[src/hw/rtl/receive_buffer_chain_reader_core_assert.svh]
// ---------------------------------------------------------------------------
// Receive buffer chain reader: assertion macros
// Clocked property checks, compiled out for synthesis.
// ---------------------------------------------------------------------------
`ifndef RECEIVE_BUFFER_CHAIN_READER_CORE_ASSERT_SVH
`define RECEIVE_BUFFER_CHAIN_READER_CORE_ASSERT_SVH

`ifndef SYNTHESIS

// prop must hold at every clock edge outside reset
`define RBCR_ASSERT(lbl, clk, rst_n, prop, msg) \
	lbl: assert property (@(posedge clk) disable iff (!rst_n) (prop)) \
		else $error(msg);

// cond must never be seen outside reset
`define RBCR_ASSERT_NEVER(lbl, clk, rst_n, cond, msg) \
	lbl: assert property (@(posedge clk) disable iff (!rst_n) !(cond)) \
		else $error(msg);

`else

`define RBCR_ASSERT(lbl, clk, rst_n, prop, msg)
`define RBCR_ASSERT_NEVER(lbl, clk, rst_n, cond, msg)

`endif

`endif

[src/hw/rtl/rbcr_pkg.sv]
// ---------------------------------------------------------------------------
// rbcr_pkg
// Field widths, request codes and the ring entry type of the reader.
// ---------------------------------------------------------------------------
package rbcr_pkg;

	localparam int ID_W     = 10;
	localparam int BYTES_W  = 13;
	localparam int REQ_W    = 18;
	localparam int ACTION_W = 2;
	localparam int KIND_W   = 2;

	// request actions
	localparam logic [ACTION_W-1:0] ACT_PUSH    = 2'd0;
	localparam logic [ACTION_W-1:0] ACT_PEEK    = 2'd1;
	localparam logic [ACTION_W-1:0] ACT_CONSUME = 2'd2;

	// result kinds
	localparam logic [KIND_W-1:0] KIND_ACK = 2'd0;
	localparam logic [KIND_W-1:0] KIND_SEG = 2'd1;
	localparam logic [KIND_W-1:0] KIND_REL = 2'd2;

	localparam logic STATUS_OK      = 1'b0;
	localparam logic STATUS_REFUSED = 1'b1;

	typedef struct packed {
		logic [ID_W-1:0]    id;
		logic [BYTES_W-1:0] size;
	} ring_entry_t;

endpackage

[src/hw/rtl/receive_buffer_chain_reader_core.sv]
// ---------------------------------------------------------------------------
// receive_buffer_chain_reader_core
// Ring of received buffers with read offset and readable byte total; push,
// peek and consume requests.
// ---------------------------------------------------------------------------
// A request is taken only while the sequencer is idle. A push, a refused
// request and a zero-byte peek or consume pass from the accepting cycle
// to the ACK state, which hands the single result to the output register.
// A peek or consume walks the ring one entry per cycle while the output
// register is not held by the sink, since each entry comes out of the ring
// memory through its registered read port. A consume that ends exactly on
// a buffer boundary passes through a flush state to deliver its last
// released buffer. The ring needs no clearing after reset.
// ---------------------------------------------------------------------------
module receive_buffer_chain_reader_core #(
	parameter int RING_DEPTH  = 32,
	parameter int BUFFER_SIZE = 4096
) (
	input  logic                          clk,
	input  logic                          arst_n,

	input  logic                          in_valid,
	output logic                          in_ready,
	input  logic [rbcr_pkg::ACTION_W-1:0] action,
	input  logic [rbcr_pkg::ID_W-1:0]     buffer_id,
	input  logic [rbcr_pkg::BYTES_W-1:0]  buffer_bytes,
	input  logic [rbcr_pkg::REQ_W-1:0]    request_bytes,

	output logic                          out_valid,
	input  logic                          out_ready,
	output logic                          status,
	output logic [rbcr_pkg::KIND_W-1:0]   kind,
	output logic [rbcr_pkg::ID_W-1:0]     segment_buffer,
	output logic [rbcr_pkg::BYTES_W-1:0]  segment_offset,
	output logic [rbcr_pkg::BYTES_W-1:0]  segment_length,
	output logic [rbcr_pkg::REQ_W-1:0]    readable_total,
	output logic                          last
);

`include "receive_buffer_chain_reader_core_assert.svh"

	localparam int SLOT_W  = $clog2(RING_DEPTH);
	localparam int CNT_W   = $clog2(2 * RING_DEPTH);
	localparam int BYTES_W = rbcr_pkg::BYTES_W;
	localparam int REQ_W   = rbcr_pkg::REQ_W;
	localparam int BYTES_MAX = (1 << BYTES_W) - 1;
	localparam int SAT_INT = (BUFFER_SIZE > BYTES_MAX) ? BYTES_MAX : BUFFER_SIZE;

	localparam logic [CNT_W:0]     TWO_D   = (CNT_W + 1)'(2 * RING_DEPTH);
	localparam logic [CNT_W-1:0]   CNT_TOP = CNT_W'(2 * RING_DEPTH - 1);
	localparam logic [CNT_W-1:0]   DEPTH_C = CNT_W'(RING_DEPTH);
	localparam logic [CNT_W-1:0]   ONE_C   = CNT_W'(1);
	localparam logic [BYTES_W-1:0] SAT_BYTES = BYTES_W'(SAT_INT);

	typedef enum logic [1:0] {
		ST_IDLE,
		ST_ACK,
		ST_WALK,
		ST_FLUSH
	} state_t;

	function automatic logic [SLOT_W-1:0] slot_of(input logic [CNT_W-1:0] c);
		logic [CNT_W-1:0] s;
		s = (c >= DEPTH_C) ? (c - DEPTH_C) : c;
		return s[SLOT_W-1:0];
	endfunction

	function automatic logic [CNT_W-1:0] bump(input logic [CNT_W-1:0] c);
		return (c == CNT_TOP) ? '0 : (c + ONE_C);
	endfunction

	state_t                          state_q;
	logic [rbcr_pkg::ACTION_W-1:0]   act_q;
	logic [REQ_W-1:0]                rem_q;
	logic [CNT_W-1:0]                left_q;
	logic                            first_q;
	logic [CNT_W-1:0]                cur_q;
	logic [CNT_W-1:0]                head_q;
	logic [CNT_W-1:0]                tail_q;
	logic [BYTES_W-1:0]              head_off_q;
	logic [REQ_W-1:0]                readable_q;
	logic                            ack_status_q;
	logic                            pend_valid_q;
	logic [rbcr_pkg::ID_W-1:0]       pend_id_q;

	logic                            out_valid_q;
	logic                            status_q;
	logic [rbcr_pkg::KIND_W-1:0]     kind_q;
	logic [rbcr_pkg::ID_W-1:0]       seg_buf_q;
	logic [BYTES_W-1:0]              seg_off_q;
	logic [BYTES_W-1:0]              seg_len_q;
	logic [REQ_W-1:0]                total_q;
	logic                            last_q;

	// ring occupancy from the wrapping counters
	logic [CNT_W:0]                  occ_diff;
	logic [CNT_W-1:0]                occ;
	logic                            ring_full;

	logic                            out_free;
	logic                            accept;
	logic [BYTES_W-1:0]              push_bytes;
	logic [CNT_W-1:0]                cur_d;

	// walk step
	rbcr_pkg::ring_entry_t           ent;
	logic [BYTES_W-1:0]              step_off;
	logic [BYTES_W-1:0]              step_avail;
	logic                            step_break;
	logic [BYTES_W-1:0]              step_len;
	logic [REQ_W-1:0]                step_rem;
	logic                            peek_last;
	logic                            rel_done;
	logic                            step;

	// result on offer to the output register
	logic                            emit_vld;
	logic                            emit_status;
	logic [rbcr_pkg::KIND_W-1:0]     emit_kind;
	logic [rbcr_pkg::ID_W-1:0]       emit_buf;
	logic [BYTES_W-1:0]              emit_off;
	logic [BYTES_W-1:0]              emit_len;
	logic                            emit_last;

	logic                            wr_en;
	rbcr_pkg::ring_entry_t           wr_data;

	assign occ_diff  = {1'b0, tail_q} + TWO_D - {1'b0, head_q};
	assign occ       = (occ_diff >= TWO_D) ? CNT_W'(occ_diff - TWO_D) : occ_diff[CNT_W-1:0];
	assign ring_full = (occ >= DEPTH_C);

	assign in_ready  = (state_q == ST_IDLE);
	assign accept    = in_valid && in_ready;
	assign out_free  = !out_valid_q || out_ready;
	assign step      = (state_q == ST_WALK) && out_free;

	assign push_bytes = (buffer_bytes > SAT_BYTES) ? SAT_BYTES : buffer_bytes;

	assign wr_en        = accept && (action == rbcr_pkg::ACT_PUSH) && !ring_full;
	assign wr_data.id   = buffer_id;
	assign wr_data.size = push_bytes;

	// the read address follows the next cursor so the entry is ready next cycle
	always_comb begin
		if (state_q == ST_IDLE) begin
			cur_d = head_q;
		end else if (step) begin
			cur_d = bump(cur_q);
		end else begin
			cur_d = cur_q;
		end
	end

	rbcr_ring #(
		.DEPTH (RING_DEPTH)
	) u_ring (
		.clk     (clk),
		.wr_en   (wr_en),
		.wr_slot (slot_of(tail_q)),
		.wr_data (wr_data),
		.rd_slot (slot_of(cur_d)),
		.rd_data (ent)
	);

	// a consume always reads from the head offset; a peek only on its first entry
	assign step_off   = ((act_q == rbcr_pkg::ACT_CONSUME) || first_q) ? head_off_q : '0;
	assign step_avail = (ent.size > step_off) ? (ent.size - step_off) : '0;
	assign step_break = ({{(REQ_W - BYTES_W){1'b0}}, step_avail} > rem_q);
	assign step_len   = step_break ? rem_q[BYTES_W-1:0] : step_avail;
	assign step_rem   = rem_q - {{(REQ_W - BYTES_W){1'b0}}, step_len};
	assign peek_last  = (left_q == ONE_C) || (step_rem == '0);
	assign rel_done   = (left_q == ONE_C) || (step_rem == '0);

	always_comb begin
		emit_vld    = 1'b0;
		emit_status = rbcr_pkg::STATUS_OK;
		emit_kind   = rbcr_pkg::KIND_ACK;
		emit_buf    = '0;
		emit_off    = '0;
		emit_len    = '0;
		emit_last   = 1'b1;
		case (state_q)
			ST_ACK: begin
				emit_vld    = 1'b1;
				emit_status = ack_status_q;
			end
			ST_FLUSH: begin
				emit_vld  = 1'b1;
				emit_kind = rbcr_pkg::KIND_REL;
				emit_buf  = pend_id_q;
			end
			ST_WALK: begin
				if (act_q == rbcr_pkg::ACT_PEEK) begin
					emit_vld  = 1'b1;
					emit_kind = rbcr_pkg::KIND_SEG;
					emit_buf  = ent.id;
					emit_off  = step_off;
					emit_len  = step_len;
					emit_last = peek_last;
				end else if (step_break) begin
					// consume stops inside this buffer
					emit_vld = 1'b1;
					if (pend_valid_q) begin
						emit_kind = rbcr_pkg::KIND_REL;
						emit_buf  = pend_id_q;
					end
				end else begin
					// hold the new release until the next step shows whether it is last
					emit_vld  = pend_valid_q;
					emit_kind = rbcr_pkg::KIND_REL;
					emit_buf  = pend_id_q;
					emit_last = 1'b0;
				end
			end
			default: begin
			end
		endcase
	end

	always_ff @(posedge clk or negedge arst_n) begin
		if (!arst_n) begin
			state_q      <= ST_IDLE;
			act_q        <= rbcr_pkg::ACT_PUSH;
			rem_q        <= '0;
			left_q       <= '0;
			first_q      <= 1'b0;
			cur_q        <= '0;
			head_q       <= '0;
			tail_q       <= '0;
			head_off_q   <= '0;
			readable_q   <= '0;
			ack_status_q <= rbcr_pkg::STATUS_OK;
			pend_valid_q <= 1'b0;
			pend_id_q    <= '0;
			out_valid_q  <= 1'b0;
			status_q     <= rbcr_pkg::STATUS_OK;
			kind_q       <= rbcr_pkg::KIND_ACK;
			seg_buf_q    <= '0;
			seg_off_q    <= '0;
			seg_len_q    <= '0;
			total_q      <= '0;
			last_q       <= 1'b0;
		end else begin
			cur_q <= cur_d;

			if (emit_vld && out_free) begin
				out_valid_q <= 1'b1;
				status_q    <= emit_status;
				kind_q      <= emit_kind;
				seg_buf_q   <= emit_buf;
				seg_off_q   <= emit_off;
				seg_len_q   <= emit_len;
				total_q     <= readable_q;
				last_q      <= emit_last;
			end else if (out_ready) begin
				out_valid_q <= 1'b0;
			end

			case (state_q)
				ST_IDLE: begin
					if (accept) begin
						act_q <= action;
						case (action)
							rbcr_pkg::ACT_PUSH: begin
								state_q <= ST_ACK;
								if (ring_full) begin
									ack_status_q <= rbcr_pkg::STATUS_REFUSED;
								end else begin
									ack_status_q <= rbcr_pkg::STATUS_OK;
									tail_q       <= bump(tail_q);
									readable_q   <= readable_q
										+ {{(REQ_W - BYTES_W){1'b0}}, push_bytes};
								end
							end
							rbcr_pkg::ACT_PEEK, rbcr_pkg::ACT_CONSUME: begin
								if (request_bytes > readable_q) begin
									ack_status_q <= rbcr_pkg::STATUS_REFUSED;
									state_q      <= ST_ACK;
								end else if (request_bytes != '0) begin
									ack_status_q <= rbcr_pkg::STATUS_OK;
									rem_q        <= request_bytes;
									left_q       <= occ;
									first_q      <= 1'b1;
									state_q      <= ST_WALK;
									if (action == rbcr_pkg::ACT_CONSUME) begin
										readable_q <= readable_q - request_bytes;
									end
								end else begin
									ack_status_q <= rbcr_pkg::STATUS_OK;
									state_q      <= ST_ACK;
								end
							end
							default: begin
								ack_status_q <= rbcr_pkg::STATUS_REFUSED;
								state_q      <= ST_ACK;
							end
						endcase
					end
				end
				ST_ACK: begin
					if (out_free) begin
						state_q <= ST_IDLE;
					end
				end
				ST_WALK: begin
					if (step) begin
						first_q <= 1'b0;
						left_q  <= left_q - ONE_C;
						rem_q   <= step_rem;
						if (act_q == rbcr_pkg::ACT_PEEK) begin
							if (peek_last) begin
								state_q <= ST_IDLE;
							end
						end else if (step_break) begin
							// advance the offset inside the head buffer
							head_off_q   <= step_off + rem_q[BYTES_W-1:0];
							pend_valid_q <= 1'b0;
							state_q      <= ST_IDLE;
						end else begin
							// release the head buffer
							head_q       <= bump(head_q);
							head_off_q   <= '0;
							pend_valid_q <= 1'b1;
							pend_id_q    <= ent.id;
							if (rel_done) begin
								state_q <= ST_FLUSH;
							end
						end
					end
				end
				ST_FLUSH: begin
					if (out_free) begin
						pend_valid_q <= 1'b0;
						state_q      <= ST_IDLE;
					end
				end
				default: begin
					state_q <= ST_IDLE;
				end
			endcase
		end
	end

	assign out_valid      = out_valid_q;
	assign status         = status_q;
	assign kind           = kind_q;
	assign segment_buffer = seg_buf_q;
	assign segment_offset = seg_off_q;
	assign segment_length = seg_len_q;
	assign readable_total = total_q;
	assign last           = last_q;

	`RBCR_ASSERT(a_occ_bound, clk, arst_n, occ <= DEPTH_C, "ring occupancy above depth")
	`RBCR_ASSERT_NEVER(a_walk_left, clk, arst_n, (state_q == ST_WALK) && (left_q == '0), "ring walk past the tail")
	`RBCR_ASSERT_NEVER(a_bytes_empty, clk, arst_n, (readable_q != '0) && (occ == '0), "readable bytes with an empty ring")
	`RBCR_ASSERT(a_last_idle, clk, arst_n, (emit_vld && out_free && emit_last) |=> (state_q == ST_IDLE), "final result left the sequencer busy")
	`RBCR_ASSERT_NEVER(a_pend_peek, clk, arst_n, pend_valid_q && (act_q != rbcr_pkg::ACT_CONSUME), "held release outside a consume")

endmodule

[src/hw/rtl/rbcr_ring.sv]
// ---------------------------------------------------------------------------
// rbcr_ring
// Ring store of buffer id and byte count: one write and one registered read
// per cycle.
// ---------------------------------------------------------------------------
module rbcr_ring #(
	parameter int  DEPTH  = 32,
	localparam int SLOT_W = $clog2(DEPTH)
) (
	input  logic                 clk,
	input  logic                 wr_en,
	input  logic [SLOT_W-1:0]    wr_slot,
	input  rbcr_pkg::ring_entry_t wr_data,
	input  logic [SLOT_W-1:0]    rd_slot,
	output rbcr_pkg::ring_entry_t rd_data
);

	rbcr_pkg::ring_entry_t mem_q [DEPTH];
	rbcr_pkg::ring_entry_t rd_data_q;

	always_ff @(posedge clk) begin
		if (wr_en) begin
			mem_q[wr_slot] <= wr_data;
		end
	end

	always_ff @(posedge clk) begin
		rd_data_q <= mem_q[rd_slot];
	end

	assign rd_data = rd_data_q;

endmodule
[config.mk]
export PLATFORM = sky130hd
export DESIGN_NAME = receive_buffer_chain_reader_core
export DESIGN_NICKNAME = d
export VERILOG_FILES = /design/src/hw/rtl/rbcr_pkg.sv /design/src/hw/rtl/receive_buffer_chain_reader_core.sv /design/src/hw/rtl/rbcr_ring.sv
export VERILOG_INCLUDE_DIRS = /design/src /design/src/hw/rtl
export SDC_FILE = /design/constraint.sdc
export NUM_CORES = 1
export LEC_CHECK = 0
export BUFFER_PORTS_ARGS = -buffer_cell sky130_fd_sc_hd__buf_4
export CAP_MARGIN = 40
export CELL_PAD_IN_SITES_DETAIL_PLACEMENT = 1
export CELL_PAD_IN_SITES_GLOBAL_PLACEMENT = 2
export CORE_AREA = 2 2 463 350
export CTS_CLUSTER_SIZE = 16
export DETAILED_ROUTE_END_ITERATION = 7
export DIE_AREA = 0 0 465 352
export GPL_ROUTABILITY_DRIVEN = 1
export PLACE_DENSITY = 0.45
export SLEW_MARGIN = 25
export SYNTH_ARGS = -nofsm -noshare
export SYNTH_HDL_FRONTEND = slang
export SYNTH_SLANG_ARGS = --single-unit
[constraint.sdc]
create_clock -name clk -period 10.86 [get_ports clk]
set_clock_uncertainty 0.2 [all_clocks]
set_input_delay 0.543 -clock clk [delete_from_list [all_inputs] [get_ports clk]]
set_output_delay 0.543 -clock clk [all_outputs]
set_load 0.01 [all_outputs]
* Word level (Yosys, flattened, before mapping)
Memory sizes are Yosys's and may differ from the RTL's. A register that Yosys moved wholly into a read port is not among the register bits. Cells that the tools add are included.
Operators by class: reductions and logical operators 28, $add $sub $neg 14, eq/ne operators 25, multiplexer cells 78, $lt $le $gt $ge 8, bitwise operators 3
Operators with widths (number):
- 18-bit 2-to-1 mux | 9
- 13-bit 2-to-1 mux | 9
- 18-bit case mux with 2 select lines | 2
- 6-bit 2-to-1 mux | 11
- 10-bit 2-to-1 mux | 3
- 2-bit 2-to-1 mux | 13
- 1-bit 2-to-1 mux | 21
- 10-bit case mux with 2 select lines | 1
- 18-bit by 13-bit adder with 18-bit output | 1
- 6-bit by 1-bit adder with 6-bit output, second input constant | 3
- 6-bit == test, second input constant | 3
- 6-bit >= comparator, second input constant | 3
- 13-bit by 18-bit greater-than comparator with 1-bit output | 1
- 18-bit greater-than comparator | 1
- 18-bit zero test | 1
- 18-bit nonzero test | 1
- 18-bit by 13-bit subtractor with 18-bit output | 1
- 18-bit subtractor | 1
- 2-bit inequality test, second input constant | 8
- 13-bit adder | 1
- 13-bit greater-than comparator | 1
- 13-bit greater-than comparator, second input constant | 1
- 13-bit subtractor | 1
- 6-bit case mux with 2 select lines | 1
- other kinds (27) | 58
Word-level totals: word-level logic and storage cells 178, flip-flop bits (word level) 149, memories 1, memory bits (writable) 736, input bits 47, output and inout bits 60
Memory list:
- u_ring.mem_q | words 32, width 23, rd ports 1, clocked after Yosys merged registers in 1, write ports 1, RTL line rbcr_ring.sv:18 | rbcr_pkg::ring_entry_t mem_q [DEPTH];

* Longest topological paths before layout
word-level depth 15, mapped depth 33, mapped depth without buffers 31

* Cells and area by module
Synthesis repeated with hierarchy kept, for this count alone.
Second synthesis, totals: cells, all modules 2895, area, all modules 40080.9 sq um
Modules (own cells, without submodules):
- rbcr_ring | times used 1, area each 29243.0 sq um, sequential area each 22561.6 sq um, cells an instance 1619
- receive_buffer_chain_reader_core | times used 1, area each 10837.9 sq um, sequential area each 3728.6 sq um, cells an instance 1276

* Least setup slack after synthesis
OpenSTA, ideal clock, no wires.
kind register to register, start register act_q[0] in the netlist's numbering, end register state_q[1], buffers on the path 2, library setup time 0.126 ns, arrival time 6.815 ns, data required time 10.534 ns, path slack 3.719 ns, clock period less this slack 7.141 ns, cell stages (with the launch flop) 31, path through dfrtp_1 -> inv_1 -> a21o_1 -> clkbuf_1 -> nand2_1 -> ha_1 -> nor2b_1 -> o21ai_0 -> a21oi_1 -> o31ai_1 -> a311oi_1 -> or3_1 -> and4b_1 -> ha_1 -> a21o_1 -> a21oi_1 -> o21ai_0 -> o31ai_1 -> clkbuf_1 -> mux2_2 -> ha_1 -> inv_1 -> fa_1 -> nor4b_1 -> o211ai_1 -> or4_1 -> nor4_1 -> and4_1 -> a31oi_1 -> o21bai_1 -> a221o_1
On the way: word-level cells in the longest chain between the ends 12, elaborated cells on any way between the ends 19, classes of those cells 2 x add/sub; 2 x order compare; 4 x eq/ne; 7 x mux; 4 x reduce/logical
Ends and longest elaborated chain:
- start, declared | RTL line receive_buffer_chain_reader_core.sv:73 | logic [rbcr_pkg::ACTION_W-1:0] act_q;
- start signal, assigned | RTL line receive_buffer_chain_reader_core.sv:223 | act_q <= rbcr_pkg::ACT_PUSH;
- start signal, assigned | RTL line receive_buffer_chain_reader_core.sv:262 | act_q <= action;
- 2-bit == test | RTL line receive_buffer_chain_reader_core.sv:166 | assign step_off = ((act_q == rbcr_pkg::ACT_CONSUME) || first_q) ? head_off_q : '0;
- 1-bit logical OR | RTL line receive_buffer_chain_reader_core.sv:166
- 13-bit 2-to-1 mux | RTL line receive_buffer_chain_reader_core.sv:166
- 13-bit subtractor or 13-bit greater-than comparator (tied branches) | RTL line receive_buffer_chain_reader_core.sv:167 | assign step_avail = (ent.size > step_off) ? (ent.size - step_off) : '0;
- 13-bit 2-to-1 mux | RTL line receive_buffer_chain_reader_core.sv:167
- 13-bit by 18-bit greater-than comparator with 1-bit output | RTL line receive_buffer_chain_reader_core.sv:168 | assign step_break = ({{(REQ_W - BYTES_W){1'b0}}, step_avail} > rem_q);
- 13-bit 2-to-1 mux | RTL line receive_buffer_chain_reader_core.sv:169 | assign step_len = step_break ? rem_q[BYTES_W-1:0] : step_avail;
- 18-bit by 13-bit subtractor with 18-bit output | RTL line receive_buffer_chain_reader_core.sv:170 | assign step_rem = rem_q - {{(REQ_W - BYTES_W){1'b0}}, step_len};
- 18-bit zero test | RTL line receive_buffer_chain_reader_core.sv:171, receive_buffer_chain_reader_core.sv:172
- 1-bit logical OR | RTL line receive_buffer_chain_reader_core.sv:171, receive_buffer_chain_reader_core.sv:172
- 3-bit inequality test (no source line)
- 5-bit AND reduction (no source line)
- end signal, assigned | RTL line receive_buffer_chain_reader_core.sv:222 | state_q <= ST_IDLE;
- end signal, assigned | RTL line receive_buffer_chain_reader_core.sv:265 | state_q <= ST_ACK;
- end signal, assigned | RTL line receive_buffer_chain_reader_core.sv:278 | state_q <= ST_ACK;
- end, declared | RTL line receive_buffer_chain_reader_core.sv:72 | state_t state_q;
Several ways; a longest one is shown, not always the timed one. The select of a mux whose other input is x is not followed. A chain may end at the register's enable or synchronous reset.

* Worst setup path in the final report
Same ends and word-level chain as after synthesis.

==> results summary <==
The via count of the first global-routing pass is 24900. The transition at the pin with the smallest max-transition slack came out at a little over 0.9 ns. The H-tree generated during clock tree synthesis spans 3 levels.

The type of the most critical hold path is in -> async. The cell area after synthesis came out at 39600 µm². The final layout contains slightly below 3000 nets. Counting distinct cell types in the post-synthesis netlist gives 80. Synthesis inferred 908 register bits. The average cell area after synthesis is 15.5 µm². The number of cells upsized or downsized after cts is 0. The max-cap violation count came out at 0.

The wire length of the first global-routing pass came out at 182000 µm. The routed via count came out at ~23000. Summed over all cells, the static leakage comes to 16.3 nW. The core region is 159000 µm². The multiplexer share of the synthesized area came out at 13.5%. Power spread over the standard cell area amounts to a little over 300 nW/µm². The average vias per placed instance came out at approximately 4.7. By startpoint and endpoint, the worst setup path is classified as reg -> reg. The net count after synthesis came out at 2705.

The number of warning messages in the yosys log came out at 0. The adder-cell share of the synthesized area came out at 3.43%. The normalized max-slew margin came out at 38.3%. The final critical delay including setup and external delays came out at between 8 and 9 ns. In the routed design, unresolved DRC markers number 0.

In this run the clock root is driven by a clkbuf_16. The highest ir drop seen on vdd is 0.319 mV. The standard-cell row count is 127.

After synthesis, the largest family of logic cells by area is multiplexers. On the critical path, the stage with the largest delay is an instance of a31oi_2. The fraction of post-synthesis cell area in the top cell type by area came out at between 50 and 60%. The initial core utilization came out at 24.9%. The post-detailed-route count of antenna-violating nets came out at 0. The final hold slack is 0.0442 ns. The count of flip-flops with a built-in enable after synthesis came out at 736.

The total I/O pin count is between 100 and 150. The number of clock sinks seen by CTS came out at 908. In the final routed layout, each cell accounts on average for 25.5 µm. In this run the worst setup path begins at act_q[0]. Port buffering added 106 buffers.

Data on the critical path is required at its endpoint by 11.24 ns. The met3 routing resource usage after global routing is 2.31%. The width of the chip is 465 µm. Of all cell types, the one taking the most synthesized area is edfxtp_1. Buffers inserted to repair hold after CTS numbered 14.

The number of antenna violations at the first check in global routing came out at 6. By area the synthesized netlist is led by edfxtp_1 56%, mux4_2 10%, dfrtp_1 9.4%, ha_1 3.1%, mux2_2 2.8%. The worst setup path is captured at a register. The global-route track usage on met2 came out at between 20% and 30%. After clock tree synthesis, the clock-pin slew on the worst setup and hold paths is 0.06 ns. The startpoint identified for the worst register-to-register timing path is act_q[0]. The commonest cells after synthesis are 736 x edfxtp_1, 215 x nand2_1, 184 x mux4_2, 174 x nor2_1, 149 x dfrtp_1. The synthesized netlist devotes 7.17% of its cell area to compound gates.

The area occupied by multi-input gates came out at 12600 µm². For the worst flop-to-flop path, the logic depth is 29. The floorplan step defined a die boundary enclosing 164000 µm².

The setup fix buffers added after clock tree synthesis came out at 0. The worst setup path is launched from a register. The most frequently used flop master after synthesis is edfxtp_1. The clock passes through at most 3 buffers. Before antenna repair, the detailed router went through 5 iterations. The total overflow left after global routing is 0.

For this block, the initial DRC count from the detailed router was 1871. The share of the core filled with cells in the final layout came out at between 20% and 30%. The dominant cell by count in the synthesized netlist is edfxtp_1. The chip height came out at 352 µm. Setup violations remaining at the end of the flow were counted as 0. Cells with a size suffix above 1 make up 24.1% of the layout.

The flow ran to the end, and the final reports show no timing, DRC or antenna violations. The top fanout value on the critical path is 14. The share of the yosys chip area belonging to registers is 66.4%. At the worst endpoint, the arrival time is 8.91 ns. In the global route stage, overall resource usage came out at 15.3%. Setup repair after global routing left no endpoint under its margin. The HPWL after detailed placement came out at around 78000 µm.

The area growth from synthesis to final layout is 18.6%. The timing-limited maximum frequency is 117 MHz. Counting flops with an async set or reset pin after synthesis yields a share of 16.4%. The largest net degree at the start of global routing came out at about 130. The number of clock buffers inserted by TritonCTS came out at slightly below 100. The routability-driven placement congestion ratio came out at a little under 0.8. The post-synthesis simple-gate area fraction came out at 6.27%. The largest incremental delay on the critical path is roughly 0.64 ns. The register-to-register path setup slack is 2.33 ns. The accumulated negative setup slack is 0 ns. The synthesized netlist cell count came out at 2553. Summing the areas of all xor and xnor instances in the mapped netlist gives approximately 1.1% of the synthesized area. The number of max-slew violations in the final report is 0. The post-route clock period utilization is 78.5%. In this run the critical register-to-register path is captured at state_q[1]. The total of fill cells in the finished design is around 17000. TritonCTS built the clock tree. The register area came out at ~26000 µm². The wire length after detailed routing is 126000 µm. The count of endpoints failing hold in the final timing report is 0. The clock insertion delay at the later pin of the skew report is 0.73 ns. For this run, global-route usage on met1 was measured as 23.3%.

In this run the most used layer during global routing was met1.
per-stage QoR:
step | worst slack, ns | cell area [µm²] | power (W) | instances
after floorplan | 3.72 | 39600 | 0.00887 | 2553
after global placement | 1.87 | 43200 | 0.0111 | 4741
after detailed placement | 2.05 | 43400 | 0.0113 | 4747
after CTS | 1.96 | 46900 | 0.0149 | 4943
after global routing | 1.57 | 46900 | 0.0155 | 4947
final | 2.33 | 46900 | 0.0146 | 4949
power breakdown:
group,total [W],internal [W],switching [W]
logic,0.00679,0.00284,0.00395
clock network,0.00351,0.00203,0.00149
registers,0.00431,0.00403,0.000285
flip-flops by register name, indices dropped and copies added (netlist names), 2 cells and up:
signal,cells
tail_q,6
state_q,2
head_q,6
cur_q,6
segment_length,13
u_ring.mem_q,736
segment_offset,13
u_ring.rd_data,23
rem_q,18
act_q,2
readable_q,18
head_off_q,13
kind,2
left_q,6
segment_buffer,10
pend_id_q,10
readable_total,18
how the worst max path moves through the flow:
stage                       to  slack [ns]
floorplan           state_q[1]        3.72
global placement    state_q[1]        1.87
detailed placement  state_q[1]        2.05
CTS                 state_q[1]        1.96
global route         rem_q[15]        1.57
finish              state_q[1]        2.33
critical path, delay by kind of cell (launching register included):
family	cells	cell delay, ns
AOI/OAI and AO/OA	16	4.70
adders and majority gates	4	1.31
and+or+nand+nor	5	1.15
DFF	1	0.40
muxes	1	0.29
xor gates and xnor gates	1	0.21
buffers and inverters	2	0.14
per-layer routing:
| layer | part of all wire, % | vias up | routed length (µm) |
|---|---|---|---|
| met4 | 1.9 | 0 | 2370 |
| met2 | 44 | 356 | 55400 |
| met1 | 51 | 12300 | 64600 |
| li1 | - | 10300 | - |
| met5 | 0 | - | 0 |
| met3 | 3.2 | 134 | 4080 |
layout make-up:
cell class / count / area share (%)
well taps: 2128 / 5.67
clock buffers: 129 / 5.76
multi-input cells: 1446 / 26.9
inverters: 88 / 0.704
diodes: 3 / 0.0160
flip-flops and latches: 908 / 56.0
repair buffers: 194 / 3.53
clock inverters: 53 / 1.40
kinds of logic (layout without fill, tap and decap cells):
family | count (synthesis) | after routing
fa+ha+maj | 105 | 105
flops | 908 | 908
compound gates | 444 | 444
buf+inv | 199 | 464
xor+xnor | 50 | 50
simple gates | 557 | 557
other cells | 0 | 3
mux | 290 | 290
cells in the final DEF (no fill, tap or decap), drive strengths merged, types with 11 or more instances in the layout:
master         n
or3           12
xnor2         36
mux2          97
a22oi         12
bufinv        11
nor2         175
dfrtp        149
clkinv        39
o21ai        111
o22ai         50
dlygate4sd3   14
dfxtp         23
nand2b        16
buf          180
nor3          31
nor2b         27
clkbuf       129
nand3         24
ha            99
o21a          20
inv           90
mux4         184
o31ai         22
xor2          14
a31oi         21
a211oi        25
a21o          27
edfxtp       736
a21oi         93
nand2        218
Power figures use the tool's default switching activity.
